--- src/assert_macros.svh ---
// ---------------------------------------------------------------------------
// Assertion macros
// Shared concurrent assertion wrappers for the keypad scanner RTL.
// ---------------------------------------------------------------------------
`ifndef ASSERT_MACROS_SVH
`define ASSERT_MACROS_SVH

// Clocked check, masked while reset is asserted.
`define KMS_ASSERT(lbl, clk, rst_n, prop, msg) \
    lbl: assert property (@(posedge clk) disable iff (!rst_n) prop) \
        else $error(msg);

// Clocked check that also holds through reset.
`define KMS_ASSERT_ALWAYS(lbl, clk, prop, msg) \
    lbl: assert property (@(posedge clk) prop) else $error(msg);

`endif

--- src/kms_pkg.sv ---
// ---------------------------------------------------------------------------
// kms_pkg
// Types, sizes and codes shared by the keypad matrix scanner files.
// ---------------------------------------------------------------------------
`timescale 1ns / 1ps

package kms_pkg;

    // matrix geometry and rollover depth
    localparam int ROWS     = 3;
    localparam int COLS     = 8;
    localparam int MAX_KEYS = 2;

    // fixed field widths
    localparam int KEY_W       = 24;
    localparam int CODE_W      = 8;
    localparam int CNT_FIELD_W = 2;
    localparam int TICK_W      = 4;
    localparam int BLINK_W     = 4;
    localparam int WARN_W      = 8;
    localparam int CFG_IDX_W   = 2;
    localparam int CFG_DATA_W  = 8;

    // derived widths
    localparam int ROW_W = (ROWS > 1) ? $clog2(ROWS) : 1;
    localparam int COL_W = (COLS > 1) ? $clog2(COLS) : 1;
    localparam int CNT_W = $clog2(MAX_KEYS + 1);
    localparam int IDX_W = (MAX_KEYS > 1) ? $clog2(MAX_KEYS) : 1;
    localparam int SH_W  = $clog2(ROWS * COLS + 1);

    // register reset values
    localparam logic [TICK_W-1:0]  SCAN_PERIOD_RST    = TICK_W'(3);
    localparam logic [BLINK_W-1:0] BLINK_SCANS_RST    = BLINK_W'(2);
    localparam logic [WARN_W-1:0]  WARNING_LENGTH_RST = WARN_W'(30);

    // item opcodes
    localparam logic OP_TICK    = 1'b0;
    localparam logic OP_WARNING = 1'b1;

    typedef enum logic [CFG_IDX_W-1:0] {
        CFG_SCAN_PERIOD,
        CFG_BLINK_SCANS,
        CFG_WARNING_LENGTH
    } t_cfg_idx;

    typedef enum logic [2:0] {
        S_IDLE,
        S_DECIDE,
        S_ROW,
        S_COMPACT,
        S_MERGE,
        S_FINISH
    } t_state;

    typedef struct packed {
        logic load;
        logic row_step;
        logic compact;
        logic merge_step;
        logic commit;
    } t_dp_cmd;

    typedef struct packed {
        logic scan_hit;
        logic row_last;
        logic merge_done;
    } t_dp_sts;

    typedef struct packed {
        logic                   scanned;
        logic                   report;
        logic [CNT_FIELD_W-1:0] key_count;
        logic [CODE_W-1:0]      first_code;
        logic                   first_pressed;
        logic [CODE_W-1:0]      second_code;
        logic                   second_pressed;
        logic                   buzzer;
        logic                   led;
        logic                   warning_active;
    } t_result;

endpackage

--- src/kms_if.sv ---
// ---------------------------------------------------------------------------
// kms_if
// Valid/ready channels for scanner items and scanner results.
// ---------------------------------------------------------------------------
`timescale 1ns / 1ps

interface kms_in_if;
    import kms_pkg::*;

    logic             valid;
    logic             ready;
    logic             op;
    logic [KEY_W-1:0] keys_down;
    logic             warning_on;

    modport source (output valid, output op, output keys_down, output warning_on,
                    input ready);
    modport sink   (input valid, input op, input keys_down, input warning_on,
                    output ready);
endinterface

interface kms_out_if;
    import kms_pkg::*;

    logic                   valid;
    logic                   ready;
    logic                   scanned;
    logic                   report;
    logic [CNT_FIELD_W-1:0] key_count;
    logic [CODE_W-1:0]      first_code;
    logic                   first_pressed;
    logic [CODE_W-1:0]      second_code;
    logic                   second_pressed;
    logic                   buzzer;
    logic                   led;
    logic                   warning_active;

    modport source (output valid, output scanned, output report, output key_count,
                    output first_code, output first_pressed, output second_code,
                    output second_pressed, output buzzer, output led,
                    output warning_active, input ready);
    modport sink   (input valid, input scanned, input report, input key_count,
                    input first_code, input first_pressed, input second_code,
                    input second_pressed, input buzzer, input led,
                    input warning_active, output ready);
endinterface

--- src/kms_ctrl.sv ---
// ---------------------------------------------------------------------------
// kms_ctrl
// Sequencer for one item: decide, row walk, list compaction, merge, commit.
// ---------------------------------------------------------------------------
`timescale 1ns / 1ps

module kms_ctrl (
    input  logic              i_clk,
    input  logic              i_rst_n,
    input  logic              i_in_valid,
    output logic              o_in_ready,
    input  logic              i_out_ready,
    output logic              o_out_valid,
    input  kms_pkg::t_dp_sts  i_sts,
    output kms_pkg::t_dp_cmd  o_cmd
);
    import kms_pkg::*;

    t_state r_state, n_state;
    logic   r_out_valid, n_out_valid;
    logic   out_free;

    assign out_free    = !r_out_valid || i_out_ready;
    assign o_out_valid = r_out_valid;

    always_ff @(posedge i_clk) begin
        if (!i_rst_n) begin
            r_state     <= S_IDLE;
            r_out_valid <= 1'b0;
        end else begin
            r_state     <= n_state;
            r_out_valid <= n_out_valid;
        end
    end

    always_comb begin
        n_state    = r_state;
        o_cmd      = '0;
        o_in_ready = 1'b0;
        unique case (r_state)
            S_IDLE: begin
                o_in_ready = 1'b1;
                if (i_in_valid) begin
                    o_cmd.load = 1'b1;
                    n_state    = S_DECIDE;
                end
            end
            S_DECIDE: begin
                n_state = i_sts.scan_hit ? S_ROW : S_FINISH;
            end
            S_ROW: begin
                o_cmd.row_step = 1'b1;
                if (i_sts.row_last) n_state = S_COMPACT;
            end
            S_COMPACT: begin
                o_cmd.compact = 1'b1;
                n_state       = S_MERGE;
            end
            S_MERGE: begin
                if (i_sts.merge_done) begin
                    n_state = S_FINISH;
                end else begin
                    o_cmd.merge_step = 1'b1;
                end
            end
            S_FINISH: begin
                // hold until the result register can take the new result
                if (out_free) begin
                    o_cmd.commit = 1'b1;
                    n_state      = S_IDLE;
                end
            end
            default: n_state = S_IDLE;
        endcase
    end

    always_comb begin
        if (o_cmd.commit) begin
            n_out_valid = 1'b1;
        end else if (i_out_ready) begin
            n_out_valid = 1'b0;
        end else begin
            n_out_valid = r_out_valid;
        end
    end

endmodule

--- src/kms_dp.sv ---
// ---------------------------------------------------------------------------
// kms_dp
// Scanner datapath: config, timers, row gather, action list, result register.
// ---------------------------------------------------------------------------
`timescale 1ns / 1ps

module kms_dp (
    input  logic                             i_clk,
    input  logic                             i_rst_n,
    input  logic                             i_cfg_we,
    input  logic [kms_pkg::CFG_IDX_W-1:0]    i_cfg_idx,
    input  logic [kms_pkg::CFG_DATA_W-1:0]   i_cfg_data,
    input  logic                             i_op,
    input  logic [kms_pkg::KEY_W-1:0]        i_keys_down,
    input  logic                             i_warning_on,
    input  kms_pkg::t_dp_cmd                 i_cmd,
    output kms_pkg::t_dp_sts                 o_sts,
    output kms_pkg::t_result                 o_result
);
    import kms_pkg::*;

    localparam logic [IDX_W-1:0] SLOT1 = IDX_W'((MAX_KEYS > 1) ? 1 : 0);

    function automatic logic [CODE_W-1:0] key_code(input logic [ROW_W-1:0] row,
                                                   input logic [COL_W-1:0] col);
        return CODE_W'(10 * (int'(row) + 1) + int'(col) + 1);
    endfunction

    // configuration
    logic [TICK_W-1:0]  r_scan_period;
    logic [BLINK_W-1:0] r_blink_scans;
    logic [WARN_W-1:0]  r_warn_len;

    // timer and indicator state
    logic [TICK_W-1:0]  r_tick, n_tick, tick_inc;
    logic [BLINK_W-1:0] r_blink, n_blink, blink_inc;
    logic               r_led, n_led;
    logic               r_buzz, n_buzz;
    logic               r_wflag, n_wflag;
    logic [WARN_W-1:0]  r_wcount, n_wcount, wcount_inc;

    // action list
    logic [CODE_W-1:0]   r_codes [MAX_KEYS];
    logic [MAX_KEYS-1:0] r_held;
    logic [CNT_W-1:0]    r_count;

    // item and work registers
    logic             r_op;
    logic [KEY_W-1:0] r_keys;
    logic             r_warn_on;
    logic [ROW_W-1:0] r_row;
    logic [CODE_W-1:0] r_gc [MAX_KEYS];
    logic [CNT_W-1:0] r_n;
    logic [CNT_W-1:0] r_mi;
    logic             r_stop;
    logic             r_before;
    t_result          r_result, n_result;

    // gather
    logic [SH_W-1:0]   sh;
    logic [KEY_W-1:0]  keys_sh;
    logic [COLS-1:0]   row_bits;
    logic [CODE_W-1:0] n_gc [MAX_KEYS];
    logic [CNT_W-1:0]  n_gcnt;

    // compaction
    logic [CODE_W-1:0] n_cc [MAX_KEYS];
    logic [CNT_W-1:0]  n_ccount;

    // merge
    logic [CODE_W-1:0]   merge_code;
    logic [CODE_W-1:0]   n_mc [MAX_KEYS];
    logic [MAX_KEYS-1:0] n_mh;
    logic [CNT_W-1:0]    n_mcount;
    logic                n_mstop;

    logic scan_hit;
    logic pulse;

    assign tick_inc   = r_tick + TICK_W'(1);
    assign blink_inc  = r_blink + BLINK_W'(1);
    assign wcount_inc = r_wcount + WARN_W'(1);
    assign scan_hit   = (r_op == OP_TICK) && (tick_inc == r_scan_period);

    assign o_sts.scan_hit   = scan_hit;
    assign o_sts.row_last   = (r_row == ROW_W'(ROWS - 1));
    assign o_sts.merge_done = (r_mi == r_n);
    assign o_result         = r_result;

    // ---- config port
    always_ff @(posedge i_clk) begin
        if (!i_rst_n) begin
            r_scan_period <= SCAN_PERIOD_RST;
            r_blink_scans <= BLINK_SCANS_RST;
            r_warn_len    <= WARNING_LENGTH_RST;
        end else if (i_cfg_we) begin
            unique case (t_cfg_idx'(i_cfg_idx))
                CFG_SCAN_PERIOD:    r_scan_period <= i_cfg_data[TICK_W-1:0];
                CFG_BLINK_SCANS:    r_blink_scans <= i_cfg_data[BLINK_W-1:0];
                CFG_WARNING_LENGTH: r_warn_len    <= i_cfg_data[WARN_W-1:0];
                default: ;
            endcase
        end
    end

    // ---- one row per cycle: lowest columns, appended highest first
    assign sh       = SH_W'(int'(r_row) * COLS);
    assign keys_sh  = r_keys >> sh;
    assign row_bits = keys_sh[COLS-1:0];

    always_comb begin : gather
        int found;
        int p;
        logic [COL_W-1:0] cols [MAX_KEYS];
        found = 0;
        p     = 0;
        for (int k = 0; k < MAX_KEYS; k++) begin
            cols[k] = '0;
            n_gc[k] = r_gc[k];
        end
        for (int c = 0; c < COLS; c++) begin
            if (row_bits[c] && found < MAX_KEYS) begin
                cols[IDX_W'(found)] = COL_W'(c);
                found = found + 1;
            end
        end
        for (int k = 0; k < MAX_KEYS; k++) begin
            if (k < found) begin
                p = int'(r_n) + found - 1 - k;
                if (p < MAX_KEYS) n_gc[IDX_W'(p)] = key_code(r_row, cols[k]);
            end
        end
        if (int'(r_n) + found >= MAX_KEYS) begin
            n_gcnt = CNT_W'(MAX_KEYS);
        end else begin
            n_gcnt = CNT_W'(int'(r_n) + found);
        end
    end

    // ---- held entries move to the front, held bits cleared
    always_comb begin : compact
        int kept;
        kept = 0;
        for (int i = 0; i < MAX_KEYS; i++) n_cc[i] = r_codes[i];
        for (int i = 0; i < MAX_KEYS; i++) begin
            if (i < int'(r_count) && r_held[i]) begin
                n_cc[IDX_W'(kept)] = r_codes[i];
                kept = kept + 1;
            end
        end
        n_ccount = CNT_W'(kept);
    end

    // ---- one gathered key per cycle against the kept entries
    assign merge_code = r_gc[r_mi[IDX_W-1:0]];

    always_comb begin : merge
        logic matched;
        matched = 1'b0;
        for (int i = 0; i < MAX_KEYS; i++) n_mc[i] = r_codes[i];
        n_mh     = r_held;
        n_mcount = r_count;
        n_mstop  = r_stop;
        if (!r_stop) begin
            for (int j = 0; j < MAX_KEYS; j++) begin
                if (!matched && j < int'(r_count) && r_codes[j] == merge_code) begin
                    n_mh[j] = 1'b1;
                    matched = 1'b1;
                end
            end
            if (!matched) begin
                if (r_count < CNT_W'(MAX_KEYS)) begin
                    n_mc[r_count[IDX_W-1:0]] = merge_code;
                    n_mh[r_count[IDX_W-1:0]] = 1'b1;
                    n_mcount = r_count + CNT_W'(1);
                end else begin
                    // list full: remaining keys are ignored, even matches
                    n_mstop = 1'b1;
                end
            end
        end
    end

    // ---- item and work registers
    always_ff @(posedge i_clk) begin
        if (!i_rst_n) begin
            r_row  <= '0;
            r_n    <= '0;
            r_mi   <= '0;
            r_stop <= 1'b0;
        end else begin
            if (i_cmd.load) begin
                r_row <= '0;
                r_n   <= '0;
            end else if (i_cmd.row_step) begin
                r_row <= r_row + ROW_W'(1);
                r_n   <= n_gcnt;
            end
            if (i_cmd.compact) begin
                r_mi   <= '0;
                r_stop <= 1'b0;
            end else if (i_cmd.merge_step) begin
                r_mi   <= r_mi + CNT_W'(1);
                r_stop <= n_mstop;
            end
        end
    end

    always_ff @(posedge i_clk) begin
        if (i_cmd.load) begin
            r_op      <= i_op;
            r_keys    <= i_keys_down;
            r_warn_on <= i_warning_on;
        end
        if (i_cmd.row_step) begin
            for (int k = 0; k < MAX_KEYS; k++) r_gc[k] <= n_gc[k];
        end
        if (i_cmd.compact) r_before <= r_held[0];
        if (i_cmd.commit) r_result <= n_result;
    end

    // ---- action list
    always_ff @(posedge i_clk) begin
        if (!i_rst_n) begin
            for (int k = 0; k < MAX_KEYS; k++) r_codes[k] <= '0;
            r_held  <= '0;
            r_count <= '0;
        end else if (i_cmd.compact) begin
            for (int k = 0; k < MAX_KEYS; k++) r_codes[k] <= n_cc[k];
            r_held  <= '0;
            r_count <= n_ccount;
        end else if (i_cmd.merge_step) begin
            for (int k = 0; k < MAX_KEYS; k++) r_codes[k] <= n_mc[k];
            r_held  <= n_mh;
            r_count <= n_mcount;
        end
    end

    // ---- end of item: timers, warning, buzzer, result
    assign pulse = scan_hit && (r_count != '0) && !r_before && r_held[0];

    always_comb begin
        n_tick   = r_tick;
        n_blink  = r_blink;
        n_led    = r_led;
        n_buzz   = r_buzz;
        n_wflag  = r_wflag;
        n_wcount = r_wcount;
        if (r_op == OP_WARNING) begin
            n_wflag = r_warn_on;
        end else begin
            n_tick = scan_hit ? '0 : tick_inc;
            if (scan_hit) begin
                if (blink_inc == r_blink_scans) begin
                    n_blink = '0;
                    n_led   = !r_led;
                end else begin
                    n_blink = blink_inc;
                end
            end
            if (r_wflag) begin
                if (wcount_inc >= r_warn_len) begin
                    n_wcount = '0;
                    n_wflag  = 1'b0;
                end else begin
                    n_wcount = wcount_inc;
                end
            end
            n_buzz = pulse || n_wflag;
        end
    end

    always_comb begin
        n_result                = '0;
        n_result.scanned        = scan_hit;
        n_result.report         = scan_hit && (r_count != '0);
        n_result.key_count      = CNT_FIELD_W'(r_count);
        if (r_count != '0) begin
            n_result.first_code    = r_codes[0];
            n_result.first_pressed = r_held[0];
        end
        if (MAX_KEYS > 1 && r_count > CNT_W'(1)) begin
            n_result.second_code    = r_codes[SLOT1];
            n_result.second_pressed = r_held[SLOT1];
        end
        n_result.buzzer         = n_buzz;
        n_result.led            = n_led;
        n_result.warning_active = n_wflag;
    end

    always_ff @(posedge i_clk) begin
        if (!i_rst_n) begin
            r_tick   <= '0;
            r_blink  <= '0;
            r_led    <= 1'b0;
            r_buzz   <= 1'b0;
            r_wflag  <= 1'b0;
            r_wcount <= '0;
        end else if (i_cmd.commit) begin
            r_tick   <= n_tick;
            r_blink  <= n_blink;
            r_led    <= n_led;
            r_buzz   <= n_buzz;
            r_wflag  <= n_wflag;
            r_wcount <= n_wcount;
        end
    end

endmodule

--- src/keypad_matrix_scanner.sv ---
// ---------------------------------------------------------------------------
// keypad_matrix_scanner
// Key matrix scanner with two-key rollover, LED blink and buzzer control.
// ---------------------------------------------------------------------------
// Each input transfer is either a timer tick carrying the current key-down
// mask, or a set-warning command; every one yields exactly one result
// transfer. The block works on one item at a time: a tick that does not scan
// and a set-warning item go from the decide step straight to the finish step;
// a scanning tick walks the matrix rows (one matrix row per cycle), compacts
// the action list and merges the gathered keys (one gathered key per cycle)
// through the shared datapath. A finished result sits in the output
// register, and the next item is accepted while it waits; a result is only
// held back in the last step if the previous one has still not been taken.
// Configuration writes go straight to their registers and must only be
// issued while the block is idle. No clearing pass is needed after reset.
// ---------------------------------------------------------------------------
`timescale 1ns / 1ps
`include "assert_macros.svh"

module keypad_matrix_scanner (
    input  logic                           i_clk,
    input  logic                           i_rst_n,
    input  logic                           i_cfg_we,
    input  logic [kms_pkg::CFG_IDX_W-1:0]  i_cfg_idx,
    input  logic [kms_pkg::CFG_DATA_W-1:0] i_cfg_data,
    kms_in_if.sink                         i_item,
    kms_out_if.source                      o_result
);
    import kms_pkg::*;

    t_dp_cmd w_cmd;     // controller -> datapath strobes
    t_dp_sts w_sts;     // datapath -> controller flags
    t_result w_result;  // registered result payload
    logic    w_out_valid;
    logic    w_in_ready;

    // sequencer: owns the input ready and the result valid flag
    kms_ctrl u_ctrl (
        .i_clk       (i_clk),
        .i_rst_n     (i_rst_n),
        .i_in_valid  (i_item.valid),
        .o_in_ready  (w_in_ready),
        .i_out_ready (o_result.ready),
        .o_out_valid (w_out_valid),
        .i_sts       (w_sts),
        .o_cmd       (w_cmd)
    );

    // datapath: config, timers, action list and result register
    kms_dp u_dp (
        .i_clk        (i_clk),
        .i_rst_n      (i_rst_n),
        .i_cfg_we     (i_cfg_we),
        .i_cfg_idx    (i_cfg_idx),
        .i_cfg_data   (i_cfg_data),
        .i_op         (i_item.op),
        .i_keys_down  (i_item.keys_down),
        .i_warning_on (i_item.warning_on),
        .i_cmd        (w_cmd),
        .o_sts        (w_sts),
        .o_result     (w_result)
    );

    assign i_item.ready            = w_in_ready;
    assign o_result.valid          = w_out_valid;
    assign o_result.scanned        = w_result.scanned;
    assign o_result.report         = w_result.report;
    assign o_result.key_count      = w_result.key_count;
    assign o_result.first_code     = w_result.first_code;
    assign o_result.first_pressed  = w_result.first_pressed;
    assign o_result.second_code    = w_result.second_code;
    assign o_result.second_pressed = w_result.second_pressed;
    assign o_result.buzzer         = w_result.buzzer;
    assign o_result.led            = w_result.led;
    assign o_result.warning_active = w_result.warning_active;

    // ---- checks
    // a commit always presents a result on the next cycle
    `KMS_ASSERT(a_commit_shows, i_clk, i_rst_n, w_cmd.commit |=> o_result.valid, "commit lost")
    // one item in flight: ready drops right after an accept
    `KMS_ASSERT(a_one_item, i_clk, i_rst_n, (i_item.valid && i_item.ready) |=> !i_item.ready, "second item accepted")
    // a held slot 0 implies a non-empty list
    `KMS_ASSERT(a_held_count, i_clk, i_rst_n, (o_result.valid && o_result.first_pressed) |-> (o_result.key_count != '0), "held key in empty list")
    // list never reports more entries than slots
    `KMS_ASSERT_ALWAYS(a_count_max, i_clk, o_result.valid |-> (o_result.key_count <= CNT_FIELD_W'(MAX_KEYS)), "list count too large")

endmodule
--- src/flat_wrapper.sv ---
// flat-port wrapper written by rule: the top's interface ports become plain ports
module keypad_matrix_scanner_flat import kms_pkg::*;
  (i_clk, i_rst_n, i_cfg_we, i_cfg_idx, i_cfg_data, i_item_valid, i_item_op, i_item_keys_down, i_item_warning_on, i_item_ready, o_result_valid, o_result_scanned, o_result_report, o_result_key_count, o_result_first_code, o_result_first_pressed, o_result_second_code, o_result_second_pressed, o_result_buzzer, o_result_led, o_result_warning_active, o_result_ready);
  kms_in_if i_item_i ();
  kms_out_if o_result_i ();
  input  logic i_clk;
  input  logic i_rst_n;
  input  logic i_cfg_we;
  input  logic [kms_pkg::CFG_IDX_W-1:0] i_cfg_idx;
  input  logic [kms_pkg::CFG_DATA_W-1:0] i_cfg_data;
  input wire logic [$bits(i_item_i.valid)-1:0] i_item_valid;
  input wire logic [$bits(i_item_i.op)-1:0] i_item_op;
  input wire logic [$bits(i_item_i.keys_down)-1:0] i_item_keys_down;
  input wire logic [$bits(i_item_i.warning_on)-1:0] i_item_warning_on;
  output wire logic [$bits(i_item_i.ready)-1:0] i_item_ready;
  output wire logic [$bits(o_result_i.valid)-1:0] o_result_valid;
  output wire logic [$bits(o_result_i.scanned)-1:0] o_result_scanned;
  output wire logic [$bits(o_result_i.report)-1:0] o_result_report;
  output wire logic [$bits(o_result_i.key_count)-1:0] o_result_key_count;
  output wire logic [$bits(o_result_i.first_code)-1:0] o_result_first_code;
  output wire logic [$bits(o_result_i.first_pressed)-1:0] o_result_first_pressed;
  output wire logic [$bits(o_result_i.second_code)-1:0] o_result_second_code;
  output wire logic [$bits(o_result_i.second_pressed)-1:0] o_result_second_pressed;
  output wire logic [$bits(o_result_i.buzzer)-1:0] o_result_buzzer;
  output wire logic [$bits(o_result_i.led)-1:0] o_result_led;
  output wire logic [$bits(o_result_i.warning_active)-1:0] o_result_warning_active;
  input wire logic [$bits(o_result_i.ready)-1:0] o_result_ready;
  assign i_item_i.valid = i_item_valid;
  assign i_item_i.op = i_item_op;
  assign i_item_i.keys_down = i_item_keys_down;
  assign i_item_i.warning_on = i_item_warning_on;
  assign i_item_ready = i_item_i.ready;
  assign o_result_valid = o_result_i.valid;
  assign o_result_scanned = o_result_i.scanned;
  assign o_result_report = o_result_i.report;
  assign o_result_key_count = o_result_i.key_count;
  assign o_result_first_code = o_result_i.first_code;
  assign o_result_first_pressed = o_result_i.first_pressed;
  assign o_result_second_code = o_result_i.second_code;
  assign o_result_second_pressed = o_result_i.second_pressed;
  assign o_result_buzzer = o_result_i.buzzer;
  assign o_result_led = o_result_i.led;
  assign o_result_warning_active = o_result_i.warning_active;
  assign o_result_i.ready = o_result_ready;
  keypad_matrix_scanner u_core (.i_clk(i_clk), .i_rst_n(i_rst_n), .i_cfg_we(i_cfg_we), .i_cfg_idx(i_cfg_idx), .i_cfg_data(i_cfg_data), .i_item(i_item_i), .o_result(o_result_i));
endmodule
--- config.mk ---
export PLATFORM = sky130hd
export DESIGN_NAME = keypad_matrix_scanner_flat
export DESIGN_NICKNAME = d
export VERILOG_FILES = /design/src/kms_pkg.sv /design/src/kms_if.sv /design/src/kms_ctrl.sv /design/src/kms_dp.sv /design/src/keypad_matrix_scanner.sv /design/src/flat_wrapper.sv
export VERILOG_INCLUDE_DIRS = /design/src /design/src/src
export SDC_FILE = /design/constraint.sdc
export NUM_CORES = 1
export LEC_CHECK = 0
export BUFFER_PORTS_ARGS = -buffer_cell sky130_fd_sc_hd__buf_2
export CORE_MARGIN = 5
export CORE_UTILIZATION = 65
export CTS_CLUSTER_DIAMETER = 120
export DETAILED_ROUTE_END_ITERATION = 10
export GPL_ROUTABILITY_DRIVEN = 1
export PLACE_DENSITY = 0.86
export REMOVE_ABC_BUFFERS = 1
export SETUP_SLACK_MARGIN = 0.02
export SLEW_MARGIN = 10
export SYNTH_ARGS = -nofsm -noshare
export SYNTH_HDL_FRONTEND = slang
export SYNTH_HIERARCHICAL = 1
export SYNTH_SLANG_ARGS = --single-unit
--- constraint.sdc ---
create_clock -name i_clk -period 23.8 [get_ports i_clk]
set_input_delay 2.38 -clock i_clk [delete_from_list [all_inputs] [get_ports i_clk]]
set_output_delay 2.38 -clock i_clk [all_outputs]
set_load 0.01 [all_outputs]
==> qor.yml <==
synthesis:
  async_flop_share: 0
  synth_area_per_cell_um2: 10.6
  netlist_area_um2: 7510
  seq_area_frac_synth: 0.472
  ys.flop_type: "edfxtp_1"
  ys_warn_count: 6
  synth_seq_cells: 135
  synth-edff-count: 84
  ys_types: 78
  synth_cells: 710
final_layout:
  antennaDiodeCount: 0
  fin_nets: 850
  area_growth_pct: 13.7
  post_route_cells_drive_above_1_share: 0.165
  fin_cells: 924
sta:
  slew_headroom: 0.174
  layout_min_cycle_time_ns: 9.56
  max_clock_freq_ghz: 0.105
  worstMarginPinSlew_ns: 1.23
  rsz0062_at_grt: "no"
  fin_crit_sh: 0.402
  setup_tns_ns: 0
  setup_ws_ns: 14.24
  setup_viol: 0
  slew_violations: 0
  skew_ns: 0.00644
  hold_viol: 0
grt:
  antenna_found_initial: 0
  grt_overflow: 0
  groute.usage.overall: 0.223
  grt_pass1_vias: 5411
  grt_max_degree: 40
  grt_pass1_wl_um: 25400
setup_path:
  endpoint_kind: "flop"
  required_ns: 24.03
  cp_common_cell: "ha_1"
  arrival_ns: 9.79
  cp-start-kind: "flop"
  timing.critical_path.buf_inv: 4
  crit_slowest_cell: "dfxtp_1"
  cpLargestDelayFamily: "compound AO/OA/AOI/OAI gates"
  cpPeakStageDelay_ns: 0.87
  path_max_fanout: 21
  crit_type: "flop to flop"
clock_network:
  cts.clk_slew.worst_paths_ns: 0.06
  clock-sinks: 135
  postCtsHoldBufs: 0
  ctsResizeCount: 0
  cts_tree: "yes"
  h-tree-depth: 4
  cts-root-buf: "clkbuf_16"
  cts_buffers: 17
  post_cts.repair.setup_buffers: 0
  cts_buffer_depth: 2
  clkLatencyLatePin_ns: 0.42
die:
  die_h_um: 117
  start_util: 0.660
  die_area_um2: 13800
  core_um2: 11400
  num_io_pins: 68
  rows: 39
  die_w_um: 117
drt:
  drc: 0
  vias_per_cell: 5.86
  dr.pass1.iters: 5
  routed_wl_um: 15200
  via_count: 5417
  drtAntennaViolNets: 0
  routedWlPerCell_um: 16.5
  drtIter0Drc: 618
pwr:
  power.total_w: 0.000764
  p_leak_nw: 3.38
  vdd_drop_max_mv: 0.0866
  powerDensity_nw_per_um2: 89.5
placed_design:
  portBuffers: 67
  place_ws_ns: 14.31
  placed_cells: 892
  gp_congestion: 0.900
  dp_hpwl_um: 10800
hold_path:
  hp-class: "flop to flop"
status:
  status: "finished clean"
run:
  drv_cap: 0
[path summary, 6_finish.rpt]
path         slack [ns]                    from  cells after the start                endpoint
min reg2reg        0.45  u_core/u_dp/r_gc[1][4]                      0  u_core/u_dp/r_gc[1][4]
min                0.45  u_core/u_dp/r_gc[1][4]                      0  u_core/u_dp/r_gc[1][4]
max reg2reg       14.24    u_core/u_dp/r_row[1]                     36  u_core/u_dp/r_gc[0][5]
max               14.24    u_core/u_dp/r_row[1]                     36  u_core/u_dp/r_gc[0][5]
[sequential cells by signal, indices dropped and copies added, names as in the netlist, 2 cells and up, named ones only]
signal / count
u_core/u_dp/r_tick: 4
u_core/u_dp/r_count: 2
u_core/u_ctrl/r_state: 3
u_core/u_dp/r_blink_scans: 4
u_core/u_dp/r_mi: 2
u_core/u_dp/o_result: 25
u_core/u_dp/r_keys: 24
u_core/u_dp/r_codes: 16
u_core/u_dp/r_wcount: 8
u_core/u_dp/r_warn_len: 8
u_core/u_dp/r_blink: 4
u_core/u_dp/r_held: 2
u_core/u_dp/r_gc: 16
u_core/u_dp/r_row: 2
u_core/u_dp/r_scan_period: 4
u_core/u_dp/r_n: 2
[cells in the final DEF (no fill, tap or decap), types with 3 or more instances in the layout]
cell type,instances
nand2_1,60
a21oi_1,20
nor3_1,13
nand2b_1,6
ha_1,39
and2_1,14
a31oi_1,8
and3_1,7
bufinv_16,5
nand4_1,4
o21a_1,6
edfxtp_1,84
clkbuf_16,17
o21ai_0,34
a31o_2,3
clkbuf_8,3
nand3b_1,8
nor3b_1,4
inv_1,48
buf_4,3
o211ai_1,9
a21o_1,7
buf_2,67
a21boi_0,6
xnor2_1,27
nor2_1,51
o21ai_1,3
a22oi_1,4
o2bb2ai_1,3
nor2b_1,30
mux2i_1,34
xor2_1,22
nand3_1,12
dfxtp_1,51
nor4_1,3
[power breakdown]
part / internal (W) / switching [W] / total [W]
registers: 0.000264 / 0.00000616 / 0.000270
clock network: 0.000194 / 0.0000965 / 0.000290
logic: 0.0000837 / 0.000120 / 0.000204
total: 0.000541 / 0.000223 / 0.000764
[metrics by stage]
| step | hold WS [ns] | utilization | area, um^2 |
|---|---|---|---|
| after floorplan | 0.426 | - | 7330 |
| after global placement | 0.441 | 0.693 | 7870 |
| after detailed placement | 0.445 | 0.693 | 7870 |
| after CTS | 0.458 | 0.751 | 8530 |
| after global routing | 0.466 | 0.751 | 8530 |
| final | 0.450 | 0.751 | 8530 |
[cells in the mapped netlist, types with 4 or more instances]
master	n	area, um^2
edfxtp_1	84	2520
nand2_1	60	225
dfxtp_1	51	1020
nor2_1	51	191
inv_1	48	180
ha_1	39	488
mux2i_1	34	340
o21ai_0	34	170
nor2b_1	30	188
xnor2_1	27	236
xor2_1	22	193
a21oi_1	20	100
clkbuf_1	19	71.3
and2_1	14	87.6
nor3_1	14	70.1
nand3_1	12	60.1
o211ai_1	9	67.6
a31oi_1	8	50.1
nand3b_1	8	60.1
a21o_1	7	52.6
and3_1	7	43.8
a21boi_0	6	45.0
buf_6	6	67.6
nand2b_1	6	37.5
o21a_1	6	45.0
a22oi_1	4	30.0
buf_2	4	20.0
nand4_1	4	25.0
nor3b_1	4	30.0
[logic make-up (layout without fill, tap and decap cells)]
family	Yosys count	in the layout	synth area share
and+or+nand+nor	228	228	0.159
buffers and inverters	80	151	0.0477
AOI/OAI and AO/OA	139	139	0.144
DFF	135	135	0.472
xor gates and xnor gates	49	49	0.0572
adders and majority gates	43	43	0.0730
other	1	1	0.000500
muxes	35	35	0.0473
[cell type report]
type | instances | area [um^2]
clock inverters | 12 | 194
fillers | 730 | 2840
well taps | 143 | 179
multi-input cells | 495 | 3610
clock buffers | 20 | 467
repair buffers | 70 | 358
flip-flops and latches | 135 | 3540
inverters | 49 | 184
[routing by layer]
metal  track usage  vias to the layer above  share of wire
met1         0.267                     2526           0.41
met5             0                        -              0
met4        0.0896                        0          0.027
met2         0.377                      216           0.50
met3        0.0658                       44          0.069
li1              -                     2631              -
Note: power is estimated with default switching activity, not from simulation.
